`src/lcd4_pkg.sv`:
```
`timescale 1ns / 1ps
// ----------------------------------------------------------------------------
// LCD 4-bit sequencer package
// Shared types, codes and timing constants for the character LCD sequencer.
// ----------------------------------------------------------------------------
package lcd4_pkg;

  // request action codes
  localparam logic [2:0] ACT_INIT  = 3'd0;
  localparam logic [2:0] ACT_CMD   = 3'd1;
  localparam logic [2:0] ACT_DATA  = 3'd2;
  localparam logic [2:0] ACT_GOTO  = 3'd3;
  localparam logic [2:0] ACT_CLEAR = 3'd4;

  // configuration register indexes
  localparam logic CFG_LINE_ONE = 1'b0;
  localparam logic CFG_LINE_TWO = 1'b1;

  localparam logic [6:0] LINE_ONE_RST = 7'd0;
  localparam logic [6:0] LINE_TWO_RST = 7'd64;

  // wait times in microseconds
  localparam logic [15:0] POWERUP_US   = 16'd50000;
  localparam logic [15:0] CMD_LONG_US  = 16'd2000;
  localparam logic [15:0] CMD_SHORT_US = 16'd50;
  localparam logic [15:0] CLEAR_XTR_US = 16'd2000;

  localparam logic [7:0] CMD_CLEAR = 8'h01;
  localparam logic [7:0] CMD_HOME  = 8'h02;
  localparam logic       GOTO_FLAG = 1'b1;

  localparam int unsigned      INIT_RESULTS = 15;
  localparam logic [3:0]       INIT_LAST    = 4'(INIT_RESULTS - 1);
  localparam logic [3:0]       INIT_NIB_1ST = 4'd1;
  localparam logic [3:0]       INIT_CMD_1ST = 4'd5;
  localparam int unsigned      INIT_CMD_CLR = 2;

  // wake-up nibbles and their waits
  localparam logic [3:0]  INIT_NIB  [4] = '{4'h3, 4'h3, 4'h3, 4'h2};
  localparam logic [15:0] INIT_NIBW [4] = '{16'd5000, 16'd200, 16'd200, 16'd100};
  // function set, display on, clear, display on, entry mode
  localparam logic [7:0]  INIT_CMDS [5] = '{8'h28, 8'h0C, 8'h01, 8'h0C, 8'h06};

  typedef enum logic [1:0] {
    ST_IDLE,
    ST_LOAD,
    ST_SEND
  } seq_state_e;

  typedef struct packed {
    logic [2:0] action;
    logic [7:0] data_byte;
    logic [1:0] row;
    logic [5:0] column;
  } req_t;

  typedef struct packed {
    logic        drive;
    logic        reg_select;
    logic [3:0]  nibble;
    logic [15:0] wait_us;
    logic        error;
    logic        last;
  } res_t;

  typedef struct packed {
    logic       capture;
    logic       load;
    logic [3:0] step;
  } ctrl_cmd_t;

  typedef struct packed {
    logic req_known;
    logic res_last;
  } dp_sts_t;

endpackage

```
`src/lcd4_ctrl.sv`:
```
`timescale 1ns / 1ps
// ----------------------------------------------------------------------------
// LCD 4-bit sequencer controller
// Handshake state machine and result step counter.
// ----------------------------------------------------------------------------
module lcd4_ctrl (
  input  logic                clk_i,
  input  logic                rst_ni,
  input  logic                in_valid_i,
  output logic                in_stall_o,
  output logic                out_valid_o,
  input  logic                out_stall_i,
  input  lcd4_pkg::dp_sts_t   sts_i,
  output lcd4_pkg::ctrl_cmd_t cmd_o
);
  import lcd4_pkg::*;

  seq_state_e state_q, state_d;
  logic [3:0] step_q, step_d;

  always_ff @(posedge clk_i or negedge rst_ni) begin
    if (!rst_ni) begin
      state_q <= ST_IDLE;
      step_q  <= '0;
    end else begin
      state_q <= state_d;
      step_q  <= step_d;
    end
  end

  always_comb begin
    state_d     = state_q;
    step_d      = step_q;
    cmd_o       = '0;
    in_stall_o  = 1'b1;
    out_valid_o = 1'b0;
    unique case (state_q)
      ST_IDLE: begin
        in_stall_o = 1'b0;
        step_d     = '0;
        // unknown actions are taken and dropped
        if (in_valid_i && sts_i.req_known) begin
          cmd_o.capture = 1'b1;
          state_d       = ST_LOAD;
        end
      end
      ST_LOAD: begin
        cmd_o.load = 1'b1;
        cmd_o.step = step_q;
        state_d    = ST_SEND;
      end
      ST_SEND: begin
        out_valid_o = 1'b1;
        if (!out_stall_i) begin
          if (sts_i.res_last) begin
            state_d = ST_IDLE;
          end else begin
            // build the next result in the same cycle
            step_d     = step_q + 4'd1;
            cmd_o.load = 1'b1;
            cmd_o.step = step_q + 4'd1;
          end
        end
      end
      default: state_d = ST_IDLE;
    endcase
  end

endmodule

```
`src/lcd4_dpath.sv`:
```
`timescale 1ns / 1ps
// ----------------------------------------------------------------------------
// LCD 4-bit sequencer datapath
// Request and row base registers, result builder and output register.
// ----------------------------------------------------------------------------
module lcd4_dpath (
  input  logic                clk_i,
  input  logic                rst_ni,
  input  logic                cfg_we_i,
  input  logic                cfg_index_i,
  input  logic [6:0]          cfg_data_i,
  input  lcd4_pkg::req_t      in_data_i,
  input  lcd4_pkg::ctrl_cmd_t cmd_i,
  output lcd4_pkg::dp_sts_t   sts_o,
  output lcd4_pkg::res_t      out_data_o
);
  import lcd4_pkg::*;

  logic [6:0] line_one_q, line_two_q;
  req_t       req_q;
  res_t       res_q, res_d;

  always_ff @(posedge clk_i or negedge rst_ni) begin
    if (!rst_ni) begin
      line_one_q <= LINE_ONE_RST;
      line_two_q <= LINE_TWO_RST;
    end else if (cfg_we_i) begin
      unique case (cfg_index_i)
        CFG_LINE_ONE: line_one_q <= cfg_data_i;
        CFG_LINE_TWO: line_two_q <= cfg_data_i;
        default:      line_one_q <= line_one_q;
      endcase
    end
  end

  always_ff @(posedge clk_i) begin
    if (cmd_i.capture) req_q <= in_data_i;
    if (cmd_i.load)    res_q <= res_d;
  end

  // result for one step of the latched request
  always_comb begin
    logic [7:0]  byte_v;
    logic        rs_v;
    logic        half_v;
    logic [15:0] extra_v;
    logic [15:0] wait_v;
    logic [3:0]  nib_idx;
    logic [3:0]  cmd_off;
    logic [6:0]  addr_v;

    byte_v  = CMD_CLEAR;
    rs_v    = 1'b0;
    half_v  = cmd_i.step[0];
    extra_v = '0;
    nib_idx = cmd_i.step - INIT_NIB_1ST;
    cmd_off = cmd_i.step - INIT_CMD_1ST;
    addr_v  = ((req_q.row[0]) ? line_two_q : line_one_q) + {1'b0, req_q.column};
    res_d   = '0;

    case (req_q.action)
      ACT_INIT: begin
        byte_v  = INIT_CMDS[cmd_off[3:1]];
        half_v  = cmd_off[0];
        if (cmd_off[3:1] == 3'(INIT_CMD_CLR)) extra_v = CLEAR_XTR_US;
      end
      ACT_CMD:   byte_v = req_q.data_byte;
      ACT_DATA: begin
        byte_v = req_q.data_byte;
        rs_v   = 1'b1;
      end
      ACT_GOTO:  byte_v = {GOTO_FLAG, addr_v};
      ACT_CLEAR: extra_v = CLEAR_XTR_US;
      default:   byte_v = CMD_CLEAR;
    endcase

    if (rs_v) begin
      wait_v = CMD_SHORT_US;
    end else begin
      wait_v = ((byte_v == CMD_CLEAR) || (byte_v == CMD_HOME)) ? CMD_LONG_US
                                                               : CMD_SHORT_US;
      wait_v = wait_v + extra_v;
    end

    // generic byte transfer: high nibble then low nibble
    res_d.drive      = 1'b1;
    res_d.reg_select = rs_v;
    res_d.nibble     = half_v ? byte_v[3:0] : byte_v[7:4];
    res_d.wait_us    = half_v ? wait_v : '0;
    res_d.last       = half_v;

    if (req_q.action == ACT_INIT) begin
      res_d.last = (cmd_i.step == INIT_LAST);
      if (cmd_i.step == '0) begin
        res_d         = '0;
        res_d.wait_us = POWERUP_US;
      end else if (cmd_i.step < INIT_CMD_1ST) begin
        res_d.reg_select = 1'b0;
        res_d.nibble     = INIT_NIB[nib_idx[1:0]];
        res_d.wait_us    = INIT_NIBW[nib_idx[1:0]];
      end
    end else if ((req_q.action == ACT_GOTO) && req_q.row[1]) begin
      res_d       = '0;
      res_d.error = 1'b1;
      res_d.last  = 1'b1;
    end
  end

  assign sts_o.req_known = (in_data_i.action <= ACT_CLEAR);
  assign sts_o.res_last  = res_q.last;
  assign out_data_o      = res_q;

endmodule

```
`src/char_lcd_4bit_sequencer.sv`:
```
`timescale 1ns / 1ps
// ----------------------------------------------------------------------------
// Character LCD 4-bit sequencer
// Turns init, command, data, goto and clear requests into nibble transfers.
// The first result is valid once the controller has passed from idle through the load state.
// Throughput: one result per cycle while the output is not stalled, built by
//   the step counter in the controller; init gives 15 results, others 2 or 1.
// A new request is taken the cycle after the last result of the previous one.
// Reset (async, active low) returns to idle and restores the row bases 0/64.
// ----------------------------------------------------------------------------
module char_lcd_4bit_sequencer (
  input  logic           clk_i,
  input  logic           rst_ni,
  input  logic           cfg_we_i,
  input  logic           cfg_index_i,
  input  logic [6:0]     cfg_data_i,
  input  logic           in_valid_i,
  output logic           in_stall_o,
  input  lcd4_pkg::req_t in_data_i,
  output logic           out_valid_o,
  input  logic           out_stall_i,
  output lcd4_pkg::res_t out_data_o
);
  import lcd4_pkg::*;

  ctrl_cmd_t cmd;
  dp_sts_t   sts;

  lcd4_ctrl u_ctrl (
    .clk_i       (clk_i),
    .rst_ni      (rst_ni),
    .in_valid_i  (in_valid_i),
    .in_stall_o  (in_stall_o),
    .out_valid_o (out_valid_o),
    .out_stall_i (out_stall_i),
    .sts_i       (sts),
    .cmd_o       (cmd)
  );

  lcd4_dpath u_dpath (
    .clk_i       (clk_i),
    .rst_ni      (rst_ni),
    .cfg_we_i    (cfg_we_i),
    .cfg_index_i (cfg_index_i),
    .cfg_data_i  (cfg_data_i),
    .in_data_i   (in_data_i),
    .cmd_i       (cmd),
    .sts_o       (sts),
    .out_data_o  (out_data_o)
  );

  // an error result is always the only and final one
  assert property (@(posedge clk_i) disable iff (!rst_ni)
    (out_valid_o && out_data_o.error) |-> (out_data_o.last && !out_data_o.drive))
    else $error("error result not final");

  // no new request while a result is pending
  assert property (@(posedge clk_i) disable iff (!rst_ni)
    out_valid_o |-> in_stall_o)
    else $error("request taken while result pending");

  // result is not yet valid in the cycle after a request is taken (load state)
  assert property (@(posedge clk_i) disable iff (!rst_ni)
    (in_valid_i && !in_stall_o) |=> !out_valid_o)
    else $error("result valid too early");

  // after the final result goes out, the block is idle
  assert property (@(posedge clk_i) disable iff (!rst_ni)
    (out_valid_o && !out_stall_i && out_data_o.last) |=> (!out_valid_o && !in_stall_o))
    else $error("not idle after final result");

endmodule

```
`config.mk`:
```
export PLATFORM = sky130hd
export DESIGN_NAME = char_lcd_4bit_sequencer
export DESIGN_NICKNAME = d
export VERILOG_FILES = /design/src/lcd4_pkg.sv /design/src/lcd4_ctrl.sv /design/src/lcd4_dpath.sv /design/src/char_lcd_4bit_sequencer.sv
export SDC_FILE = /design/constraint.sdc
export NUM_CORES = 1
export LEC_CHECK = 0
export BUFFER_PORTS_ARGS = -buffer_cell sky130_fd_sc_hd__buf_2
export CAP_MARGIN = 20
export CORE_MARGIN = 2
export CORE_UTILIZATION = 50
export CTS_CLUSTER_DIAMETER = 50
export DETAILED_ROUTE_END_ITERATION = 7
export PLACE_DENSITY = 0.73
export SLEW_MARGIN = 10
export SYNTH_ARGS = -nofsm -noshare
export SYNTH_HDL_FRONTEND = slang
export SYNTH_SLANG_ARGS = --single-unit
```
`constraint.sdc`:
```
create_clock -name clk_i -period 5.39 [get_ports clk_i]
set_input_delay 0.539 -clock clk_i [delete_from_list [all_inputs] [get_ports clk_i]]
set_output_delay 0.539 -clock clk_i [all_outputs]
set_load 0.02 [all_outputs]
```
==> metrics.md, run 1 <==
| Metric | Value |
|---|---|
| Most area-hungry cell type in the Yosys netlist | edfxtp_1 |
| Min Tclk post-route | approximately 3800 ps |
| FILL cells | approximately 510 |
| Combinational share of power | about a third |
| Sequential element share of the synthesized area | about half |
| Dpl cells | between 400 and 500 |
| Synth unique cells | 58 |
| Relative slew slack | about 48% |
| Drt drc | 0 |
| Number of synthesized register bits | 59 |
| Worst Hold Class | input pin to async pin |
| Hold buffer count at cts | 0 |
| Critical path required time | 5470 ps |
| Synth area leaders | edfxtp_1, dfrtp_1, mux2_2 |
| Cell area after synthesis | between 3000 and 4000 um^2 |
| I/O Buffers | 55 |
| Largest net degree at the start of global routing | 21 |
| Critical path launch point type | flop |
| Setup violations, final | 0 |
| Net Switching | about 0.54 mW |
| Die area | 7228 um^2 |
| Most frequent cells after synthesis | edfxtp_1, a21oi_1, mux2_2, dfrtp_1, ha_1 |
| Initial Util | roughly half |
| First-pass GRT wire length | around 11000 um |
| F_max | 262.4 MHz |
| Max_cap viols | 0 |
| Finished Cell Area | 3811 um^2 |
| HPWL after DPL | 4743 um |
| Crit path max fanout | 12 |
| H-tree depth | 3 |
| Maximum vdd ir drop | approximately 200 uV |
| Place WS | around 1600 ps |
| Synthesis-to-layout area growth | 16.13% |
| Outcome | finished, final reports clean |
| FFs w/ async S/R, synth | between 30% and 40% |
| Iter 0 DRT Violations | between 150 and 200 |
| Class of the most critical setup path | flop to flop |
| Clock Root Buffer | clkbuf_8 |
| Via Count | ~2400 |
| Internal | 1.019 mW |
| Final worst clock skew | between 7 and 8 ps |
| # rows | 29 |
| Clk slew on worst S/H paths | roughly 70 ps |
| Power Dens Cells | 410.2 nW/um^2 |
| Number of flops mapped to enable cells by yosys | 39 |
| Clk network pwr share | approximately a quarter |
| Count leader, synth | edfxtp_1 |
| Clk_lat worst skew | 340 ps |
| Fin cells | 420 |
| Leakage | approximately 1.6 nW |
| Core ar. | between 6000 and 7000 um^2 |
| Worst Setup End Kind | flop |
| Share of post-route cells with drive strength above 1 | a little under a third |
| R2R Setup Slk | approximately 1600 ps |
| Syn avg cell area | roughly 12 um^2 |
| Initial antenna violation count | 0 |
| Vias in the first global route | roughly 2400 |
| Layout Nets | ~390 |
| Gate Count Post-Synth | around 280 |
| Io pins | between 50 and 60 |
| Final WS setup | between 1500 and 2000 ps |
| GRT Resource Usage Total | between 15 and 20% |
| Primary FF master, synth | edfxtp_1 |
| Placer Congestion | roughly 0.97 |
| Final Max Slew Viols | 0 |
| Chip Width | ~85 um |
| Routed Antenna Nets | 0 |
| CTS Buf Count | 9 |
| 1st-pass router iterations | 4 |
| Clk sinks | 59 |
| Final core utilization | about three fifths |
| DP Area | 3597 um^2 |
| R2R cell count | 14 |
| # resized after CTS | 0 |
| Sw Ratio | about a third |
| Clock tree buffer depth | 2 |
| Post-CTS Setup Bufs | 0 |
| Final hold vios | 0 |
| Slew at the pin closest to its max-slew limit | ~770 ps |
| CTS tree | built |
| Die height | 85.02 um |
| Setup TNS | 0 ps |
| Register area | approximately 1700 um^2 |
| Post-synth top area share | a little over a third |
| Final Cycle Share | a little over two thirds |
| Multi-input gate area | between 1000 and 1500 um^2 |
| Worst Path Arrival | between 3000 and 4000 ps |
| Overflow after GRT | 0 |
| Via density | between 5 and 6 |
| DR WL/cell | roughly 15 um |
| Warnings, synthesis | 0 |
| RSZ-0062 raised after global routing | no |
| Antenna Cells | 0 |
| Sequential share of power | 40.7% |
| Final wirelength | around 6400 um |
cell families (layout without fill, tap and decap cells):
family                     count (synthesis)  in the layout  synth area share [%]
other                                      1              2                0.1143
muxes                                     21             21                 7.167
buffers and inverters                     30             88                 4.117
and+or+nand+nor                           65             65                 10.60
adders and majority gates                 18             18                 7.091
DFF                                       59             59                 50.97
AOI/OAI and AO/OA                         78             78                 16.51
xor gates and xnor gates                  12             12                 3.431
cells in the final DEF, fill, tap and decap left out, drive strengths merged, types with 3 or more instances in the layout:
| cell | count |
|---|---|
| buf | 58 |
| edfxtp | 39 |
| a21oi | 24 |
| mux2 | 20 |
| dfrtp | 19 |
| ha | 17 |
| nor2 | 16 |
| inv | 16 |
| nand2 | 14 |
| o21ai | 12 |
| clkbuf | 12 |
| a21o | 8 |
| xnor2 | 8 |
| nor3 | 7 |
| nor2b | 5 |
| nand3 | 4 |
| xor2 | 4 |
| and3 | 4 |
| o21a | 4 |
| nand2b | 3 |
| and2 | 3 |
| nor4 | 3 |
| o22ai | 3 |
| a31oi | 3 |
| a22oi | 3 |
| a31o | 3 |
metal layers:
layer	share of wire [%]	vias to the layer above	track usage, %
met4	2.8	0	10.53
li1	-	1154	-
met2	48	80	29.69
met1	44	1106	25.11
met5	0	-	0
met3	5.5	17	4.475
registers in the layout, summed over array words and instances, names as in the netlist:
signal / flops
u_ctrl.state_q: 2
u_ctrl.step_q: 4
u_dpath.line_one_q: 7
u_dpath.line_two_q: 7
u_dpath.out_data_o: 20
u_dpath.req_q: 19
through the flow:
stage               total power, mW  hold WS, ps
floorplan                     1.013        243.4
global placement              1.141        483.8
detailed placement            1.155        494.4
CTS                           1.575        145.4
global route                  1.656        169.4
finish                        1.563        134.3
critical path: stages, from the launching register on:
cell	delay (ps)
dfrtp_1	400
inv_1	110
ha_1	230
nor4b_1	410
o21ai_0	160
buf_4	200
ha_1	360
xnor2_1	250
a2111oi_4	440
nor3_2	130
and2_1	170
ha_1	300
o21a_1	200
a21oi_1	120
o31ai_1	80
power groups by stage:
stage | Clock (mW) | Combinational, mW | Sequential (mW)
after floorplan | 0 | 0.330 | 0.682
after global placement | 0 | 0.499 | 0.643
after detailed placement | 0 | 0.509 | 0.646
after CTS | 0.425 | 0.513 | 0.637
after global routing | 0.444 | 0.565 | 0.647
final | 0.417 | 0.510 | 0.637
path summary, 6_finish.rpt:
kind / startpoint / endpoint
worst max-delay path: u_ctrl.state_q[0] / u_dpath.out_data_o[7]
worst min-delay path: rst_ni / u_dpath.line_two_q[2]
worst max register to register: u_ctrl.state_q[0] / u_dpath.out_data_o[7]
worst min register to register: u_dpath.line_two_q[5] / u_dpath.line_two_q[5]
max in group asynchronous: rst_ni / u_dpath.line_two_q[6]
min in group clk_i: in_data_i[7] / u_dpath.req_q[7]
layout make-up:
cell class | instances | area share, %
Clock buffer | 12 | 4.924
Clock inverter | 4 | 0.6894
Inverter | 14 | 1.379
Multi-Input combinational cell | 196 | 38.77
Sequential cell | 59 | 43.89
Tap cell | 77 | 2.528
Timing Repair Buffer | 58 | 7.814
Power figures use the tool's default switching activity.
==> inputs of run 2 (changes only) <==
==> constraint.sdc (replaced) <==
create_clock -name clk_i -period 3.7 [get_ports clk_i]
set_input_delay 0.37 -clock clk_i [delete_from_list [all_inputs] [get_ports clk_i]]
set_output_delay 0.37 -clock clk_i [all_outputs]
set_load 0.02 [all_outputs]
==> run 2 against run 1 <==
Effect of this change: global-route usage rose by 0.17 points; final area is 2.3% higher; via count up 2.2%; wire length grew 2.2%; sequential power is 45% higher; worst setup slack got worse by 1300 ps; sequential share of layout area down 0.97 points; combinational power grew 54%; highest routed layer unchanged.
==> metrics.md, run 2 (synthesis gave the netlist of run 1 again) <==
| Metric | Value |
|---|---|
| Outcome | finished, final reports clean |
| 1st-pass router iterations | 4 |
| Final worst clock skew | 5.215 ps |
| Dpl cells | ~410 |
| Register area | around 1700 um^2 |
| Commonest non-fill, non-tap cells in the layout | buf_2, edfxtp_1, a21oi_1 |
| Chip Width | between 80 and 90 um |
| Max_cap viols | 0 |
| First-pass GRT wire length | 10870 um |
| Min Tclk post-route | between 3000 and 4000 ps |
| Maximum vdd ir drop | between 300 and 400 uV |
| Synthesis-to-layout area growth | 18.76% |
| FILL cells | about 480 |
| HPWL after DPL | just under 5000 um |
| Via Count | approximately 2400 |
| Final Max Slew Viols | 0 |
| Power Dens Cells | 578.5 nW/um^2 |
| Worst Hold Class | input pin to flop |
| Clock Root Buffer | clkbuf_8 |
| Crit path max fanout | 5 |
| Via density | around 5.6 |
| Worst Path Arrival | around 3500 ps |
| Die area | between 7000 and 8000 um^2 |
| Clock tree buffer depth | 2 |
| H-tree depth | 3 |
| Initial antenna violation count | 0 |
| Final wirelength | around 6600 um |
| Leakage | 1.643 nW |
| Iter 0 DRT Violations | ~110 |
| I/O Buffers | 55 |
| Clk_lat worst skew | about 330 ps |
| Critical path required time | 3770 ps |
| DR WL/cell | between 15 and 20 um |
| Overflow after GRT | 0 |
| Final Cycle Share | ~94% |
| CTS Buf Count | 9 |
| Largest register FFs | 20 |
| Io pins | just under 60 |
| Critical path launch point type | flop |
| Final hold vios | 0 |
| Antenna Cells | 0 |
| R2R cell count | 14 |
| Drt drc | 0 |
| Setup TNS | 0 ps |
| Largest net degree at the start of global routing | 21 |
| Final core utilization | roughly 61% |
| Fin cells | 431 |
| Relative slew slack | approximately three fifths |
| Layout Nets | 399 |
| Multi-input gate area | 1505 um^2 |
| Setup violations, final | 0 |
| Hold Path Depth | 1 |
| R2R Setup Slk | about 240 ps |
| CTS tree | built |
| GRT Resource Usage Total | 19.40% |
| Worst Setup End Kind | flop |
| Core ar. | between 6000 and 7000 um^2 |
| Placer Congestion | slightly above 0.9 |
| Slew at the pin closest to its max-slew limit | around 620 ps |
| Most common cell after layout, fill and taps aside | buf_2 |
| # rows | 29 |
| Clk sinks | 59 |
| Share of post-route cells with drive strength above 1 | about a third |
| Class of the most critical setup path | flop to flop |
| Initial Util | about half |
| Vias in the first global route | 2300 |
| F_max | approximately 290 MHz |
| Routed Antenna Nets | 0 |
| Clk slew on worst S/H paths | about 60 ps |
| Die height | 85.02 um |
run 2: final timing paths:
| kind | endpoint | from |
|---|---|---|
| worst max-delay path | u_dpath.out_data_o[7] | u_ctrl.state_q[0] |
| worst min-delay path | u_dpath.req_q[4] | in_data_i[4] |
| worst max register to register | u_dpath.out_data_o[7] | u_ctrl.state_q[0] |
| worst min register to register | u_dpath.line_two_q[3] | u_dpath.line_two_q[3] |
| max in group asynchronous | u_dpath.line_two_q[6] | rst_ni |
| min in group asynchronous | u_dpath.line_two_q[4] | rst_ni |
run 2: final cells by class:
class,count,area share (%)
Sequential cell,59,42.92
Multi-Input combinational cell,196,38.62
Timing Repair Buffer,69,9.823
Clock buffer,12,4.270
Tap cell,77,2.472
Inverter,14,1.348
Clock inverter,4,0.5457
run 2: critical path, stage by stage (launching register included):
cell	delay, ps
dfrtp_1	370
inv_1	80
ha_1	250
nor4b_2	180
o21ai_0	530
ha_4	320
nand2_1	100
nor2_1	60
a31o_2	290
xnor2_2	140
and2_1	180
ha_1	290
o21a_1	210
a21oi_1	130
o31ai_1	90
run 2: power by group:
group | switching (mW) | internal [mW] | leakage, nW
combinational | 0.474 | 0.310 | 0.939
clock | 0.246 | 0.299 | 0.102
sequential | 0.0647 | 0.861 | 0.602
run 2: what timing repair did:
action | 4_1_cts | 5_1_grt
endpoints found under the setup margin | 0 | 1
hold buffers | 1 | 0
setup buffers | 0 | 1
hold endpoints to repair | 19 | 0
gates resized for setup | 0 | 5
run 2: metrics by stage:
| stage | hold WS [ps] | worst slack [ps] | cell area (um^2) | total power [mW] |
|---|---|---|---|---|
| global route | 189.7 | -9.493 | 3897 | 2.397 |
| finish | 209.1 | 240.1 | 3897 | 2.255 |
| detailed placement | 340.5 | 233.6 | 3665 | 1.711 |
| CTS | 190.1 | 194.1 | 3862 | 2.267 |
| floorplan | 74.41 | 110.4 | 3286 | 1.475 |
| global placement | 340.1 | 290.8 | 3665 | 1.695 |
run 2: routing by layer:
metal  global-route usage [%]  vias to the layer above  share of wire (%)
met1                    25.18                     1143                 44
met5                        0                        -                  0
met4                    7.215                        0                1.1
li1                         -                     1177                  -
met2                    31.25                       82                 49
met3                    5.253                        6                5.8
==> inputs of run 3 (changes only) <==
--- a/config.mk
+++ b/config.mk
@@ -7,11 +7,13 @@
 export LEC_CHECK = 0
 export BUFFER_PORTS_ARGS = -buffer_cell sky130_fd_sc_hd__buf_2
 export CAP_MARGIN = 20
+export CELL_PAD_IN_SITES_DETAIL_PLACEMENT = 1
+export CELL_PAD_IN_SITES_GLOBAL_PLACEMENT = 2
 export CORE_MARGIN = 2
-export CORE_UTILIZATION = 50
+export CORE_UTILIZATION = 37
 export CTS_CLUSTER_DIAMETER = 50
 export DETAILED_ROUTE_END_ITERATION = 7
-export PLACE_DENSITY = 0.73
+export PLACE_DENSITY = 0.8
 export SLEW_MARGIN = 10
 export SYNTH_ARGS = -nofsm -noshare
 export SYNTH_HDL_FRONTEND = slang
==> run 3 against run 2 <==
Effect of this change: first-iteration DRC count is 8.3% lower; worst setup slack got worse by 93 ps; die area up 33%; final area is 2.9% higher; count of clock-buffer cells in the layout unchanged; maximum frequency is 2.6% lower; critical endpoint unchanged; largest power group unchanged.
==> metrics.md, run 3 (synthesis gave the netlist of run 1 again) <==
| Metric | Value |
|---|---|
| Outcome | finished, final reports clean |
| R2R cell count | 12 |
| Final hold vios | 0 |
| DP Area | between 3000 and 4000 um^2 |
| Min Tclk post-route | 3553 ps |
| Relative slew slack | 55.26% |
| Total power after layout | ~2.3 mW |
| Overflow after GRT | 0 |
| Largest register FFs | 20 |
| Finished Cell Area | approximately 4000 um^2 |
| Clock Root Buffer | clkbuf_8 |
| Drt drc | 0 |
| Initial Util | between 30% and 40% |
| Hold EP | u_dpath.req_q[8] |
| Crit path max fanout | 7 |
| Critical path launch point type | flop |
| Clock tree buffer depth | 2 |
| Worst Hold Class | input pin to flop |
| Class of the most critical setup path | flop to flop |
| CTS Buf Count | 9 |
| H-tree depth | 3 |
| Combinational share of power | roughly a third |
| Via density | ~5.2 |
| Maximum vdd ir drop | about 340 uV |
| Share of post-route cells with drive strength above 1 | roughly a third |
| DR WL/cell | ~17 um |
| Leakage | between 1.5 and 2 nW |
| Register area | around 1700 um^2 |
| Final wirelength | just under 8000 um |
| Synthesis-to-layout area growth | 22.19% |
| Clk network pwr share | a little under a quarter |
| Die area | 9639 um^2 |
| # rows | 34 |
| Final worst clock skew | roughly 11 ps |
| Setup TNS | 0 ps |
| Layout Nets | a little over 400 |
| Most common cell after layout, fill and taps aside | buf_2 |
| Clk sinks | about 60 |
| I/O Buffers | 55 |
| Final Cycle Share | between 90% and 100% |
| Core ar. | around 8700 um^2 |
| Commonest non-fill, non-tap cells in the layout | buf_2, edfxtp_1, a21oi_1 |
| Routed Antenna Nets | 0 |
| Hold Path Depth | 1 |
| First-pass GRT wire length | 13130 um |
| Largest net degree at the start of global routing | 21 |
| Worst Path Arrival | between 3000 and 4000 ps |
| Vias in the first global route | around 2600 |
| Worst Setup End Kind | flop |
| Die height | 98.18 um |
| Via Count | between 2000 and 2500 |
| F_max | 281.5 MHz |
| 1st-pass router iterations | 4 |
| Final WS setup | roughly 150 ps |
| Power Dens Cells | about 570 nW/um^2 |
| Iter 0 DRT Violations | 100 |
| Placer Congestion | about 0.78 |
| Final core utilization | between 40% and 50% |
| Place WS | between 50 and 60 ps |
| GR Layer Usage met1 | a little over a fifth |
| GRT Resource Usage Total | approximately 17% |
| Setup violations, final | 0 |
| Met2 GRT Util | between 30% and 40% |
| Net Switching | between 0.8 and 0.9 mW |
| R2r endpoint | u_dpath.out_data_o[7] |
| Antenna Cells | 0 |
| CTS tree | built |
| Hold Crit Start | in_data_i[8] |
| R2R Setup Slk | ~150 ps |
| Final Max Slew Viols | 0 |
| Sequential share of power | between 40% and 50% |
| Initial antenna violation count | 0 |
| Clk slew on worst S/H paths | approximately 60 ps |
| Met3 GRT Util | 4.366% |
| Io pins | 58 |
| Internal | roughly 1.5 mW |
| Multi-input gate area | 1541 um^2 |
| Sw Ratio | between 30% and 40% |
| Max_cap viols | 0 |
| FILL cells | 973 |
| HPWL after DPL | approximately 5600 um |
| Reg2reg start | u_ctrl.step_q[0] |
| Critical path required time | 3770 ps |
| Busiest layer in global routing | met2 |
| Chip Width | ~98 um |
| Clk_lat worst skew | between 300 and 400 ps |
| Slew at the pin closest to its max-slew limit | 669.7 ps |
-- run 3: per-layer routing --
layer  vias up  wire length [um]
li1       1184                 -
met1      1193              3380
met2        52              4052
met3         7               281
met4         0                62
met5         -                 0
-- run 3: final cells by class --
| cell class | instances | area share (%) |
|---|---|---|
| Multi-Input combinational cell | 196 | 38.44 |
| Tap cell | 108 | 3.370 |
| Timing Repair Buffer | 74 | 10.48 |
| Inverter | 14 | 1.310 |
| Clock buffer | 12 | 4.150 |
| Sequential cell | 59 | 41.72 |
| Clock inverter | 4 | 0.5304 |
-- run 3: timing repair --
action | in CTS | in global routing
resized for setup | 0 | 11
endpoints found under the setup margin | 1 | 1
hold buffers | 1 | 0
buffers inserted | 3 | 4
pin swaps | 0 | 3
endpoints found under the hold margin | 19 | 0
cloned | 0 | 0
-- run 3: how the worst max path moves through the flow --
stage                                       end              start  cells after the start
final                     u_dpath.out_data_o[7]   u_ctrl.step_q[0]                     12
after global routing      u_dpath.out_data_o[7]  u_ctrl.state_q[1]                     13
after CTS                 u_dpath.out_data_o[7]  u_ctrl.state_q[0]                     14
after detailed placement  u_dpath.out_data_o[7]  u_ctrl.state_q[0]                     15
after global placement    u_dpath.out_data_o[7]  u_ctrl.state_q[0]                     15
after floorplan           u_dpath.out_data_o[7]  u_ctrl.state_q[0]                     14
-- run 3: power groups by stage --
stage          sequential (mW)  clock, mW  combinational [mW]
4_1_cts                  0.932      0.566               0.782
3_3_place_gp             0.935          0               0.758
2_1_floorplan            0.994          0               0.481
5_1_grt                  0.949      0.600               0.892
3_5_place_dp             0.944          0               0.769
6_report                 0.934      0.550               0.804
-- run 3: through the flow --
| stage | instances | hold slack (ps) |
|---|---|---|
| 5_1_grt | 467 | 185.2 |
| 3_5_place_dp | 443 | 348.1 |
| 3_3_place_gp | 443 | 345.1 |
| 4_1_cts | 463 | 196.0 |
| 2_1_floorplan | 285 | 74.41 |
| 6_report | 467 | 208.5 |
-- run 3: worst max-delay path, stage by stage (launching register included) --
cell,delay (ps)
dfrtp_1,460
ha_1,280
nor4b_1,350
o21ai_1,240
a211oi_2,340
xnor2_2,170
a2111oi_4,450
nor3_2,110
and2_4,160
ha_1,280
o21a_1,220
a21oi_1,160
o31ai_1,80
